--- config.mk ---
export PLATFORM = sky130hd
export DESIGN_NAME = epoch_date_seconds_converter_core
export DESIGN_NICKNAME = d
export VERILOG_FILES = /design/src/rtl/eds_pkg.sv /design/src/rtl/eds_unit.sv /design/src/rtl/eds_fsm.sv /design/src/rtl/epoch_date_seconds_converter_core.sv
export SDC_FILE = /design/constraint.sdc
export NUM_CORES = 1
export LEC_CHECK = 0
export BUFFER_PORTS_ARGS = -buffer_cell sky130_fd_sc_hd__buf_2
export CORE_ASPECT_RATIO = 2
export CORE_MARGIN = 1.5
export CORE_UTILIZATION = 35
export CTS_CLUSTER_SIZE = 25
export DETAILED_ROUTE_END_ITERATION = 10
export SETUP_SLACK_MARGIN = 0.02
export SLEW_MARGIN = 25
export SYNTH_ARGS = -nofsm -noshare
export SYNTH_HDL_FRONTEND = slang
export SYNTH_SLANG_ARGS = --single-unit
--- constraint.sdc ---
create_clock -name clk_i -period 11.87 [get_ports clk_i]
set_input_delay 0.5935 -clock clk_i [delete_from_list [all_inputs] [get_ports clk_i]]
set_output_delay 0.5935 -clock clk_i [all_outputs]
set_load 0.01 [all_outputs]
--- src/rtl/eds_pkg.sv ---
`default_nettype none

package eds_pkg;

  localparam int unsigned DayW  = 5;
  localparam int unsigned MonW  = 4;
  localparam int unsigned YearW = 12;
  localparam int unsigned SecW  = 32;
  localparam int unsigned AccW  = SecW + 1;
  localparam int unsigned CfgIdxW  = 2;
  localparam int unsigned CfgDataW = YearW;

  localparam int unsigned DefaultLastYear = 2099;

  localparam logic [YearW-1:0] FirstYear = YearW'(1970);
  localparam logic [AccW-1:0]  SecsPerDay = AccW'(24 * 60 * 60);
  localparam logic [AccW-1:0]  SecsYear365 = AccW'(365 * 24 * 60 * 60);
  localparam logic [AccW-1:0]  SecsYear366 = AccW'(366 * 24 * 60 * 60);

  localparam logic [1:0] Mod4Init   = 2'(1970 % 4);
  localparam logic [6:0] Mod100Init = 7'(1970 % 100);
  localparam logic [8:0] Mod400Init = 9'(1970 % 400);
  localparam logic [6:0] Mod100Last = 7'd99;
  localparam logic [8:0] Mod400Last = 9'd399;

  localparam logic [MonW-1:0] January  = MonW'(1);
  localparam logic [MonW-1:0] February = MonW'(2);
  localparam logic [MonW-1:0] December = MonW'(12);
  localparam logic [DayW-1:0] FirstDay = DayW'(1);

  localparam logic [DayW-1:0]  ResetDay   = DayW'(1);
  localparam logic [MonW-1:0]  ResetMonth = MonW'(1);
  localparam logic [YearW-1:0] ResetYear  = FirstYear;

  typedef enum logic [0:0] {
    OpEncode = 1'b0,
    OpDecode = 1'b1
  } op_e;

  typedef enum logic [CfgIdxW-1:0] {
    CfgDefaultDay   = 2'd0,
    CfgDefaultMonth = 2'd1,
    CfgDefaultYear  = 2'd2
  } cfg_idx_e;

  typedef enum logic [2:0] {
    StIdle,
    StSetup,
    StYear,
    StMonth,
    StDay
  } state_e;

  typedef enum logic [1:0] {
    StepYear,
    StepMonth,
    StepDay
  } step_e;

  typedef struct packed {
    logic            sub;
    step_e           sel;
    logic            leap;
    logic [MonW-1:0] month;
  } unit_ctl_t;

  typedef struct packed {
    logic [AccW-1:0] value;
    logic            ge;
  } unit_res_t;

  function automatic logic [DayW-1:0] month_days(input logic [MonW-1:0] m, input logic leap);
    logic [DayW-1:0] d;
    unique case (m)
      4'd2:                      d = leap ? DayW'(29) : DayW'(28);
      4'd4, 4'd6, 4'd9, 4'd11:   d = DayW'(30);
      default:                   d = DayW'(31);
    endcase
    return d;
  endfunction

endpackage

`default_nettype wire

--- src/rtl/eds_unit.sv ---
`default_nettype none

module eds_unit (
  input  logic [eds_pkg::AccW-1:0] acc_i,
  input  eds_pkg::unit_ctl_t       ctl_i,
  output eds_pkg::unit_res_t       res_o
);
  import eds_pkg::*;

  logic [AccW-1:0] step;
  logic [AccW-1:0] mon_secs;
  logic [AccW-1:0] operand;
  logic [AccW:0]   total;

  assign mon_secs = AccW'(month_days(ctl_i.month, ctl_i.leap)) * SecsPerDay;

  always_comb begin
    case (ctl_i.sel)
      StepYear:  step = ctl_i.leap ? SecsYear366 : SecsYear365;
      StepMonth: step = mon_secs;
      default:   step = SecsPerDay;
    endcase
  end

  assign operand = ctl_i.sub ? ~step : step;
  assign total   = {1'b0, acc_i} + {1'b0, operand} + {{AccW{1'b0}}, ctl_i.sub};

  assign res_o.value = total[AccW-1:0];
  assign res_o.ge    = total[AccW];

endmodule

`default_nettype wire

--- src/rtl/eds_fsm.sv ---
`default_nettype none

module eds_fsm #(
  parameter int unsigned LastYear = eds_pkg::DefaultLastYear
) (
  input  logic                      clk_i,
  input  logic                      rst_ni,
  input  logic                      start,
  output logic                      busy,
  input  logic                      opcode_i,
  input  logic [1:0]                given_fields_i,
  input  logic [eds_pkg::DayW-1:0]  day_in_i,
  input  logic [eds_pkg::MonW-1:0]  month_in_i,
  input  logic [eds_pkg::YearW-1:0] year_in_i,
  input  logic [eds_pkg::SecW-1:0]  seconds_in_i,
  input  logic [eds_pkg::DayW-1:0]  def_day_i,
  input  logic [eds_pkg::MonW-1:0]  def_month_i,
  input  logic [eds_pkg::YearW-1:0] def_year_i,
  output logic                      done_o,
  output logic [eds_pkg::SecW-1:0]  seconds_out_o,
  output logic [eds_pkg::DayW-1:0]  day_out_o,
  output logic [eds_pkg::MonW-1:0]  month_out_o,
  output logic [eds_pkg::YearW-1:0] year_out_o,
  output logic                      range_error_o
);
  import eds_pkg::*;

  localparam logic [YearW-1:0] LastYr = YearW'(LastYear);

  state_e state_q, state_d;
  op_e    op_q, op_d;
  logic [DayW-1:0]  tday_q, tday_d;
  logic [MonW-1:0]  tmon_q, tmon_d;
  logic [YearW-1:0] tyr_q, tyr_d;
  logic [AccW-1:0]  acc_q, acc_d;
  logic [YearW-1:0] y_q, y_d;
  logic [1:0]       c4_q, c4_d;
  logic [6:0]       c100_q, c100_d;
  logic [8:0]       c400_q, c400_d;
  logic [MonW-1:0]  m_q, m_d;
  logic [DayW-1:0]  cnt_q, cnt_d;
  logic             done_q, done_d;
  logic [SecW-1:0]  osec_q, osec_d;
  logic [DayW-1:0]  oday_q, oday_d;
  logic [MonW-1:0]  omon_q, omon_d;
  logic [YearW-1:0] oyr_q, oyr_d;
  logic             oerr_q, oerr_d;

  logic      leap;
  logic      req_bad;
  logic      day_bad;
  logic      is_dec;
  logic      finish;
  logic      fin_err;
  unit_ctl_t uctl;
  unit_res_t ures;

  assign leap    = (c4_q == 2'd0 && c100_q != 7'd0) || c400_q == 9'd0;
  assign is_dec  = (op_q == OpDecode);
  assign req_bad = tyr_q < FirstYear || tyr_q > LastYr || tmon_q < January || tmon_q > December;
  assign day_bad = tday_q < FirstDay || tday_q > month_days(tmon_q, leap);
  assign busy    = (state_q != StIdle);

  always_comb begin
    uctl.sub   = is_dec;
    uctl.leap  = leap;
    uctl.month = m_q;
    unique case (state_q)
      StYear:  uctl.sel = StepYear;
      StMonth: uctl.sel = StepMonth;
      default: uctl.sel = StepDay;
    endcase
  end

  eds_unit u_unit (
    .acc_i (acc_q),
    .ctl_i (uctl),
    .res_o (ures)
  );

  always_comb begin
    state_d = state_q;
    unique case (state_q)
      StIdle:  if (start) state_d = StSetup;
      StSetup: begin
        if (!is_dec && req_bad) state_d = StIdle;
        else state_d = StYear;
      end
      StYear: begin
        if (is_dec) begin
          if (!ures.ge) state_d = (y_q > LastYr) ? StIdle : StMonth;
        end else if (y_q == tyr_q) begin
          state_d = day_bad ? StIdle : StMonth;
        end
      end
      StMonth: begin
        if (is_dec) begin
          if (!(m_q < December && ures.ge)) state_d = StDay;
        end else if (m_q == tmon_q) begin
          state_d = StDay;
        end
      end
      StDay: begin
        if (is_dec) begin
          if (!ures.ge) state_d = StIdle;
        end else if (cnt_q == tday_q) begin
          state_d = StIdle;
        end
      end
      default: state_d = StIdle;
    endcase
  end

  always_comb begin
    op_d   = op_q;
    tday_d = tday_q;
    tmon_d = tmon_q;
    tyr_d  = tyr_q;
    acc_d  = acc_q;
    y_d    = y_q;
    c4_d   = c4_q;
    c100_d = c100_q;
    c400_d = c400_q;
    m_d    = m_q;
    cnt_d  = cnt_q;
    finish  = 1'b0;
    fin_err = 1'b0;
    unique case (state_q)
      StIdle: begin
        if (start) begin
          op_d   = op_e'(opcode_i);
          tday_d = (given_fields_i >= 2'd1) ? day_in_i : def_day_i;
          tmon_d = (given_fields_i >= 2'd2) ? month_in_i : def_month_i;
          tyr_d  = (given_fields_i >= 2'd3) ? year_in_i : def_year_i;
          acc_d  = (op_e'(opcode_i) == OpDecode) ? {1'b0, seconds_in_i} : '0;
          y_d    = FirstYear;
          c4_d   = Mod4Init;
          c100_d = Mod100Init;
          c400_d = Mod400Init;
          m_d    = January;
          cnt_d  = FirstDay;
        end
      end
      StSetup: begin
        if (!is_dec && req_bad) begin
          finish  = 1'b1;
          fin_err = 1'b1;
        end
      end
      StYear: begin
        if ((is_dec && ures.ge) || (!is_dec && y_q != tyr_q)) begin
          acc_d  = ures.value;
          y_d    = y_q + YearW'(1);
          c4_d   = c4_q + 2'd1;
          c100_d = (c100_q == Mod100Last) ? 7'd0 : c100_q + 7'd1;
          c400_d = (c400_q == Mod400Last) ? 9'd0 : c400_q + 9'd1;
        end else if (is_dec && y_q > LastYr) begin
          finish  = 1'b1;
          fin_err = 1'b1;
        end else if (!is_dec && day_bad) begin
          finish  = 1'b1;
          fin_err = 1'b1;
        end
      end
      StMonth: begin
        if ((is_dec && m_q < December && ures.ge) || (!is_dec && m_q != tmon_q)) begin
          acc_d = ures.value;
          m_d   = m_q + MonW'(1);
        end
      end
      StDay: begin
        if ((is_dec && ures.ge) || (!is_dec && cnt_q != tday_q)) begin
          acc_d = ures.value;
          cnt_d = cnt_q + DayW'(1);
        end else begin
          finish  = 1'b1;
          fin_err = !is_dec && acc_q[AccW-1];
        end
      end
      default: ;
    endcase
  end

  always_comb begin
    done_d = finish;
    osec_d = osec_q;
    oday_d = oday_q;
    omon_d = omon_q;
    oyr_d  = oyr_q;
    oerr_d = oerr_q;
    if (finish) begin
      oerr_d = fin_err;
      osec_d = (!is_dec && !fin_err) ? acc_q[SecW-1:0] : '0;
      oday_d = (is_dec && !fin_err) ? cnt_q : '0;
      omon_d = (is_dec && !fin_err) ? m_q : '0;
      oyr_d  = (is_dec && !fin_err) ? y_q : '0;
    end
  end

  always_ff @(posedge clk_i or negedge rst_ni) begin
    if (!rst_ni) begin
      state_q <= StIdle;
      done_q  <= 1'b0;
    end else begin
      state_q <= state_d;
      done_q  <= done_d;
    end
  end

  always_ff @(posedge clk_i) begin
    op_q   <= op_d;
    tday_q <= tday_d;
    tmon_q <= tmon_d;
    tyr_q  <= tyr_d;
    acc_q  <= acc_d;
    y_q    <= y_d;
    c4_q   <= c4_d;
    c100_q <= c100_d;
    c400_q <= c400_d;
    m_q    <= m_d;
    cnt_q  <= cnt_d;
    osec_q <= osec_d;
    oday_q <= oday_d;
    omon_q <= omon_d;
    oyr_q  <= oyr_d;
    oerr_q <= oerr_d;
  end

  assign done_o        = done_q;
  assign seconds_out_o = osec_q;
  assign day_out_o     = oday_q;
  assign month_out_o   = omon_q;
  assign year_out_o    = oyr_q;
  assign range_error_o = oerr_q;

`ifndef NO_ASSERTIONS
  a_done_after_work: assert property (@(posedge clk_i) disable iff (!rst_ni)
    done_o |-> $past(state_q) != StIdle && state_q == StIdle)
    else $error("result beat without a finishing step");

  a_start_goes_busy: assert property (@(posedge clk_i) disable iff (!rst_ni)
    start && !busy |=> busy)
    else $error("accepted item did not start work");

  a_month_in_range: assert property (@(posedge clk_i) disable iff (!rst_ni)
    (state_q == StMonth || state_q == StDay) |-> m_q >= January && m_q <= December)
    else $error("month counter out of range");

  a_err_zero_fields: assert property (@(posedge clk_i) disable iff (!rst_ni)
    done_o && range_error_o |-> seconds_out_o == '0 && day_out_o == '0 &&
      month_out_o == '0 && year_out_o == '0)
    else $error("error beat carries nonzero fields");

  a_year_bounded: assert property (@(posedge clk_i) disable iff (!rst_ni)
    state_q == StDay |-> y_q >= FirstYear && y_q <= LastYr)
    else $error("year counter out of range in day walk");
`endif

endmodule

`default_nettype wire

--- src/rtl/epoch_date_seconds_converter_core.sv ---
// Channel | Fields                                                 | Beat taken on
// request | opcode given_fields day_in month_in year_in seconds_in | start & !busy
// config  | cfg_index_i cfg_data_i                                 | cfg_valid_i & cfg_ready_o
// result  | seconds_out day_out month_out year_out range_error     | done_o, one cycle
// One shared add/subtract unit walks years, then months, then days, one step a cycle.
// busy stays high from a request beat through setup and the year, month and day walks;
// a bad encode date caught in setup finishes there, without a walk.
// busy drops in the cycle done_o pulses, so the next start may land there.
// The receiver cannot stall; done_o lasts one cycle.
// rst_ni clears the sequencer, the strobe and the default-date registers.
`default_nettype none

module epoch_date_seconds_converter_core #(
  parameter int unsigned LastYear = eds_pkg::DefaultLastYear
) (
  input  logic                         clk_i,
  input  logic                         rst_ni,
  input  logic                         start,
  output logic                         busy,
  input  logic                         opcode_i,
  input  logic [1:0]                   given_fields_i,
  input  logic [eds_pkg::DayW-1:0]     day_in_i,
  input  logic [eds_pkg::MonW-1:0]     month_in_i,
  input  logic [eds_pkg::YearW-1:0]    year_in_i,
  input  logic [eds_pkg::SecW-1:0]     seconds_in_i,
  input  logic                         cfg_valid_i,
  output logic                         cfg_ready_o,
  input  logic [eds_pkg::CfgIdxW-1:0]  cfg_index_i,
  input  logic [eds_pkg::CfgDataW-1:0] cfg_data_i,
  output logic                         done_o,
  output logic [eds_pkg::SecW-1:0]     seconds_out_o,
  output logic [eds_pkg::DayW-1:0]     day_out_o,
  output logic [eds_pkg::MonW-1:0]     month_out_o,
  output logic [eds_pkg::YearW-1:0]    year_out_o,
  output logic                         range_error_o
);
  import eds_pkg::*;

  logic [DayW-1:0]  def_day_q, def_day_d;
  logic [MonW-1:0]  def_mon_q, def_mon_d;
  logic [YearW-1:0] def_yr_q, def_yr_d;
  logic             cfg_we;

  assign cfg_ready_o = 1'b1;
  assign cfg_we      = cfg_valid_i && cfg_ready_o;

  always_comb begin
    def_day_d = def_day_q;
    def_mon_d = def_mon_q;
    def_yr_d  = def_yr_q;
    if (cfg_we) begin
      unique case (cfg_idx_e'(cfg_index_i))
        CfgDefaultDay:   def_day_d = cfg_data_i[DayW-1:0];
        CfgDefaultMonth: def_mon_d = cfg_data_i[MonW-1:0];
        CfgDefaultYear:  def_yr_d  = cfg_data_i[YearW-1:0];
        default: ;
      endcase
    end
  end

  always_ff @(posedge clk_i or negedge rst_ni) begin
    if (!rst_ni) begin
      def_day_q <= ResetDay;
      def_mon_q <= ResetMonth;
      def_yr_q  <= ResetYear;
    end else begin
      def_day_q <= def_day_d;
      def_mon_q <= def_mon_d;
      def_yr_q  <= def_yr_d;
    end
  end

  eds_fsm #(
    .LastYear (LastYear)
  ) u_fsm (
    .clk_i          (clk_i),
    .rst_ni         (rst_ni),
    .start          (start),
    .busy           (busy),
    .opcode_i       (opcode_i),
    .given_fields_i (given_fields_i),
    .day_in_i       (day_in_i),
    .month_in_i     (month_in_i),
    .year_in_i      (year_in_i),
    .seconds_in_i   (seconds_in_i),
    .def_day_i      (def_day_q),
    .def_month_i    (def_mon_q),
    .def_year_i     (def_yr_q),
    .done_o         (done_o),
    .seconds_out_o  (seconds_out_o),
    .day_out_o      (day_out_o),
    .month_out_o    (month_out_o),
    .year_out_o     (year_out_o),
    .range_error_o  (range_error_o)
  );

endmodule

`default_nettype wire

# --- Yosys cells after proc, flatten, opt, wreduce, memory -nomap -nowiden ---
# Cells that the tools add are included.
totals:
  register_bits: 173
  wordCells: 181
op_classes:
  n_addsub: 8
  mul: 1
  magnitude_cmp: 11
  n_eq_ne: 35
  muxes: 58
  bitwise_logic: 1
  n_reduce_logical: 46
ops:
  columns: ["cell", "count"]
  rows:
  - ["33-bit 2-to-1 mux", 5]
  - ["33-bit case mux with 4 select lines", 1]
  - ["25-bit case mux with 2 select lines", 1]
  - ["12-bit 2-to-1 mux", 3]
  - ["33-bit by 33-bit adder with 34-bit output", 1]
  - ["34-bit by 1-bit adder with 34-bit output", 1]
  - ["33-bit NOT", 1]
  - ["32-bit 2-to-1 mux", 1]
  - ["3-bit 2-to-1 mux", 10]
  - ["5-bit case mux with 2 select lines", 3]
  - ["9-bit 2-to-1 mux", 3]
  - ["12-bit > comparator, second input constant", 2]
  - ["12-bit case mux with 2 select lines", 1]
  - ["7-bit 2-to-1 mux", 3]
  - ["18-bit 2-to-1 mux", 1]
  - ["9-bit case mux with 2 select lines", 1]
  - ["4-bit by 3-bit equality test with 1-bit output, second input constant", 4]
  - ["4-bit equality test, second input constant", 4]
  - ["5-bit by 10-bit multiplier with 15-bit output, second input constant", 1]
  - ["5-bit 2-to-1 mux", 3]
  - ["3-bit case mux with 5 select lines", 1]
  - ["1-bit logical AND", 14]
  - ["7-bit case mux with 2 select lines", 1]
  - ["12-bit by 1-bit adder with 12-bit output, second input constant", 1]
  - ["other kinds (51)", 93]

# --- Depth between registers and ports, before layout ---
depth:
  ltp_word: 17
  depth_mapped: 21
  mapped_depth_nobuf: 20

# --- By module ---
# A second synthesis with hierarchy kept.
unflattened:
  hier_cells: 1003
  hier_area_um2: 10438.8
by_module_without_submodules:
  columns: ["module", "instances", "cells_per_inst", "area_each_um2"]
  rows:
  - ["eds_fsm", 1, 626, 7283.2]
  - ["eds_unit", 1, 329, 2275.9]
  - ["epoch_date_seconds_converter_core", 1, 48, 879.6]

# --- Worst setup path after synthesis ---
# OpenSTA, ideal clock, no wires.
synth_timing:
  path_kind: "register to register"
  start: "register u_fsm.c400_q[4]"
  end: "register u_fsm.oday_q[0] (netlist: u_fsm.day_out_o[0]), enable pin"
  setup_ns: 0.542
  t_arrival_ns: 7.262
  slack_ns: 4.066
  path_stages_with_launch: 19
  cell_sequence: "edfxtp_1 -> clkbuf_1 -> nor4_1 -> and4b_1 -> a21oi_1 -> nand2_1 -> nand2_1 -> o21ai_0 -> ha_1 -> o21ai_0 -> xnor2_1 -> ha_1 -> a21o_1 -> a21o_1 -> a21o_1 -> o21ai_2 -> and3_4 -> nor2_1 -> o21ai_0"
synth_via:
  elab_chain_len: 14
  elab_cells_between_ends: 23
  classes_between: "add/sub (2); mul (1); order compare (1); mux (11); bitwise (1); reduce/logical (7)"
synth_rtl:
  columns: ["element", "line", "rtl"]
  rows:
  - ["start, declared", "eds_fsm.sv:39", "logic [8:0] c400_q, c400_d;"]
  - ["start signal, assigned", "eds_fsm.sv:219", "c400_q <= c400_d;"]
  - ["9-bit logical NOT *", "eds_fsm.sv:58", "assign leap = (c4_q == 2'd0 && c100_q != 7'd0) || c400_q == 9'd0;"]
  - ["1-bit logical OR *", "eds_fsm.sv:58", null]
  - ["1-bit 2-to-1 mux", "eds_pkg.sv:75", "4'd2: d = leap ? DayW'(29) : DayW'(28);"]
  - ["5-bit case mux with 2 select lines", "eds_pkg.sv:74", "unique case (m)"]
  - ["5-bit by 10-bit multiplier with 15-bit output", "eds_unit.sv:15", "assign mon_secs = AccW'(month_days(ctl_i.month, ctl_i.leap)) * SecsPerDay;"]
  - ["25-bit case mux with 2 select lines", "eds_unit.sv:18", "case (ctl_i.sel)"]
  - ["33-bit NOT", "eds_unit.sv:25", "assign operand = ctl_i.sub ? ~step : step;"]
  - ["33-bit 2-to-1 mux", "eds_unit.sv:25", null]
  - ["33-bit by 33-bit adder with 34-bit output", "eds_unit.sv:26", "assign total = {1'b0, acc_i} + {1'b0, operand} + {{AccW{1'b0}}, ctl_i.sub};"]
  - ["34-bit by 1-bit adder with 34-bit output", "eds_unit.sv:26", null]
  - ["1-bit logical AND", "eds_fsm.sv:151, eds_fsm.sv:172", null]
  - ["1-bit logical OR (on tied branches)", "eds_fsm.sv:172, eds_fsm.sv:151", null]
  - ["1-bit 2-to-1 mux (on tied branches)", "eds_fsm.sv:172, eds_fsm.sv:151", null]
  - ["1-bit case mux with 3 select lines *", "eds_fsm.sv:128", "unique case (state_q)"]
  - ["via u_fsm.done_d", "eds_fsm.sv:42", "logic done_q, done_d;"]
  - ["end signal, assigned", "eds_fsm.sv:223", "oday_q <= oday_d;"]
  - ["end, declared", "eds_fsm.sv:44", "logic [DayW-1:0] oday_q, oday_d;"]
# Mark *: on every way through the listed nets, which the timed path passes. The rest lies on a longest branch.
# A chain may end at the register's enable or synchronous reset.

# --- Worst setup path in the final report ---
layout_timing:
  start: "register u_fsm.c400_q[4]"
  end: "register u_fsm.osec_q[2] (netlist: u_fsm.seconds_out_o[2]), enable pin"
layout_via:
  elab_chain_len: 14
  elab_cells_between_ends: 23
  classes_between: "add/sub (2); mul (1); order compare (1); mux (11); bitwise (1); reduce/logical (7)"
layout_rtl:
  columns: ["element", "line", "rtl"]
  rows:
  - ["9-bit logical NOT *", "eds_fsm.sv:58", null]
  - ["1-bit logical OR *", "eds_fsm.sv:58", null]
  - ["1-bit 2-to-1 mux", "eds_pkg.sv:75", null]
  - ["5-bit case mux with 2 select lines", "eds_pkg.sv:74", null]
  - ["5-bit by 10-bit multiplier with 15-bit output", "eds_unit.sv:15", null]
  - ["25-bit case mux with 2 select lines", "eds_unit.sv:18", null]
  - ["33-bit NOT", "eds_unit.sv:25", null]
  - ["33-bit 2-to-1 mux", "eds_unit.sv:25", null]
  - ["33-bit by 33-bit adder with 34-bit output", "eds_unit.sv:26", null]
  - ["34-bit by 1-bit adder with 34-bit output", "eds_unit.sv:26", null]
  - ["1-bit logical AND", "eds_fsm.sv:151, eds_fsm.sv:172", null]
  - ["1-bit logical OR (on tied branches)", "eds_fsm.sv:172, eds_fsm.sv:151", null]
  - ["1-bit 2-to-1 mux (on tied branches)", "eds_fsm.sv:172, eds_fsm.sv:151", null]
  - ["1-bit case mux with 3 select lines *", "eds_fsm.sv:128", null]
  - ["via u_fsm.done_d", "eds_fsm.sv:42", null]
  - ["end signal, assigned", "eds_fsm.sv:222", "osec_q <= osec_d;"]
  - ["end, declared", "eds_fsm.sv:43", "logic [SecW-1:0] osec_q, osec_d;"]
# Marks and branches as above.

==> out/metrics.csv <==
metric,value,unit
Setup Skew,0.00854,ns
Clock transition at path regs,0.07,ns
worst setup path class,flop to flop,
final WL,27.0,mm
R2R depth,17,
drt drc,0,
Clock Latency Late Sink,0.44,ns
routability congestion estimate,0.886,
Die X,124,um
total CTS buffers,17,
die span in y,245,um
CP Max Fanout,42,
DRT iter0 DRCs,458,
#FFs+latches synth,173,
Required @ worst endpoint,11.95,ns
largest net degree at the start of global routing,72,
most common cell in the synthesized netlist,edfxtp_1,
I/O Buffers,129,
worst min-delay path class,input pin to async pin,
core area,0.0288,mm2
Final TNS setup,0,ns
Final period util,47.8,%
CTS Hold Buffers Added,0,
ANT nets after route,0,
IO Pins,131,
Critical Path Sink,u_fsm.seconds_out_o[2],
fmax,0.176,GHz
vias in the first global route,7914,
Final Slew Violations,0,
wire length of the first global-routing pass,42.0,mm
# rows,88,
fillcell total,2858,
crit start category,flop,
Final Hold Vio Count,0,
post-synthesis cell type count,76,
Register Area,0.00508,mm2
Post-synth EDFFs,148,
DP Wirelength,20.8,mm
# resized after CTS,0,
CTS tree,done,
endpoints failing setup,0,
Vias/cell,5.38,
WHS,0.149,ns
Synth Instances,946,
gr ovfl total,0,
CTS sink count,173,
Clock Tree Buf Depth,2,
layout cells sized above 1,22.9,%
worst r2r dst,u_fsm.seconds_out_o[2],
sequential area share after synthesis,49.5,%
CP arrival,5.75,ns
multi-input logic area,0.00493,mm2
Post-Syn Nets,1074,
pwr dens,292,mW/mm2
area grow syn2layout,15.6,%
Static Leak,4.61,nW
internal reg-to-reg setup slack,6.20,ns
WL per Instance,18.9,um
CP Capture Type,flop,
Synth area leader,edfxtp_1,
RSZ-0062 raised after global routing,no,
"Async S/R FF share, synth",14.5,%
antenna violations before repair,2,
dominant cells by area after synthesis,"edfxtp_1 (43%), ha_1 (6.6%), mux2_2 (4.6%)",
Max H-tree Level,4,
max-capacitance violation count,0,
yosys synthesis warning count,0,
Clock Tree Root,clkbuf_16,
post-synth top area share,43.3,%
Critical R2R Launch,u_fsm.c400_q[4],
final layout net count,1183,
predominant post-synthesis flop cell,edfxtp_1,
Peak VDD IR,0.144,mV
gr usage total,18.2,%
Mapped Avg Cell Area,10.8,um2
run status,"complete, no violations",
mapped cell area,0.0103,mm2
Initial Utilization,35.6,%
Slew @ Worst Pin,0.881,ns
DR vias,7693,
Synth top cells by count,"edfxtp_1 (148), nor2_1 (66), nand3_1 (59), o21ai_0 (56), ha_1 (54)",
router iterations before antenna repair,5,
die area,0.0304,mm2
CP startpoint,u_fsm.c400_q[4],
Post-CTS Setup Inserts,0,
minimum clock period,5.67,ns
Slew HR,41.2,%
[per-stage QoR]
step | instances | cell area, um2 | utilization, % | setup WS (ns) | total power, mW
after global routing | 1430 | 11900 | 41.1 | 5.79 | 3.71
final | 1430 | 11900 | 41.1 | 6.20 | 3.46
after CTS | 1428 | 11800 | 41.1 | 6.21 | 3.48
after floorplan | 946 | 10300 | - | 4.07 | 2.42
after detailed placement | 1396 | 11300 | 39.0 | 6.35 | 2.91
after global placement | 1396 | 11300 | 39.0 | 6.50 | 2.90
[flip-flops by register name, summed over array words and instances (netlist names), 5 cells and up]
name                 count
def_day_q                5
def_yr_q                12
u_fsm.acc_q             33
u_fsm.c100_q             7
u_fsm.c400_q             9
u_fsm.cnt_q              5
u_fsm.day_out_o          5
u_fsm.seconds_out_o     32
u_fsm.tday_q             5
u_fsm.tyr_q             12
u_fsm.y_q               12
u_fsm.year_out_o        12
[logic make-up (layout without fill, tap and decap cells)]
kind of cell | count (synthesis) | in the layout | synth area share [%]
DFF | 173 | 173 | 49.5
xor gates and xnor gates | 81 | 81 | 6.91
muxes | 45 | 45 | 4.90
AOI/OAI and AO/OA | 199 | 199 | 12.9
buffers and inverters | 74 | 196 | 2.95
and+or+nand+nor | 319 | 319 | 16.2
adders and majority gates | 54 | 54 | 6.59
other | 1 | 3 | 0.0366
[worst min path at each step]
stage,slack [ns],startpoint,endpoint,cells after the start
5_1_grt,0.17,rst_ni,def_yr_q[11],1
3_3_place_gp,0.48,def_yr_q[11],def_yr_q[11],1
6_report,0.15,rst_ni,def_yr_q[6],1
3_5_place_dp,0.49,def_day_q[4],def_day_q[4],1
4_1_cts,0.16,rst_ni,def_yr_q[6],1
2_1_floorplan,0.30,rst_ni,def_day_q[1],0
[layout by cell type, fill, tap and decap left out, types with 24 or more instances in the layout]
cell      instances
and3_1           41
o21ai_0          55
and2_1           24
edfxtp_1        148
a21oi_1          44
ha_1             54
mux2_2           42
buf_2           129
inv_1            28
xnor2_1          50
nand2_1          44
xor2_1           31
nor2_1           64
nand3_1          59
[critical path, stage by stage (launching register included)]
cell and delay (ns):
edfxtp_1 0.50, nor4_1 0.25, and4b_1 0.26, a21oi_1 0.11, nand2_1 0.10, nand2_1 0.05, o21ai_0 0.47, o21ai_0 0.22
xnor2_1 0.37, ha_1 0.37, a21oi_1 0.25, o221ai_2 0.15, a22oi_2 0.28, a211oi_2 0.13, o21ai_2 0.32, a31oi_1 0.34
o21ai_4 0.53, buf_4 0.55
[layer usage]
layer	GRT usage [%]	vias up	share of wire (%)
met5	0	-	0
met4	8.72	0	3.6
met3	2.32	56	3.2
met2	34.9	180	58
met1	18.9	3730	36
li1	-	3727	-
[layout make-up]
class                      instances  share of cell area (%)
multi-input combinational        699                    41.6
sequential                       173                    42.9
inverter                          28                   0.886
clock inverter                    11                   0.813
antenna                            2                  0.0422
clock buffer                      21                    4.15
timing repair buffer             136                    5.89
tap                              360                    3.80
[where the power goes]
| part | internal, mW | leakage [nW] | switching, mW |
|---|---|---|---|
| Clock | 0.303 | 0.297 | 0.248 |
| Sequential | 0.996 | 1.66 | 0.170 |
| Combinational | 0.675 | 2.65 | 1.07 |
| Total | 1.97 | 4.61 | 1.49 |
No activity file was read; power rests on OpenSTA's default activity.
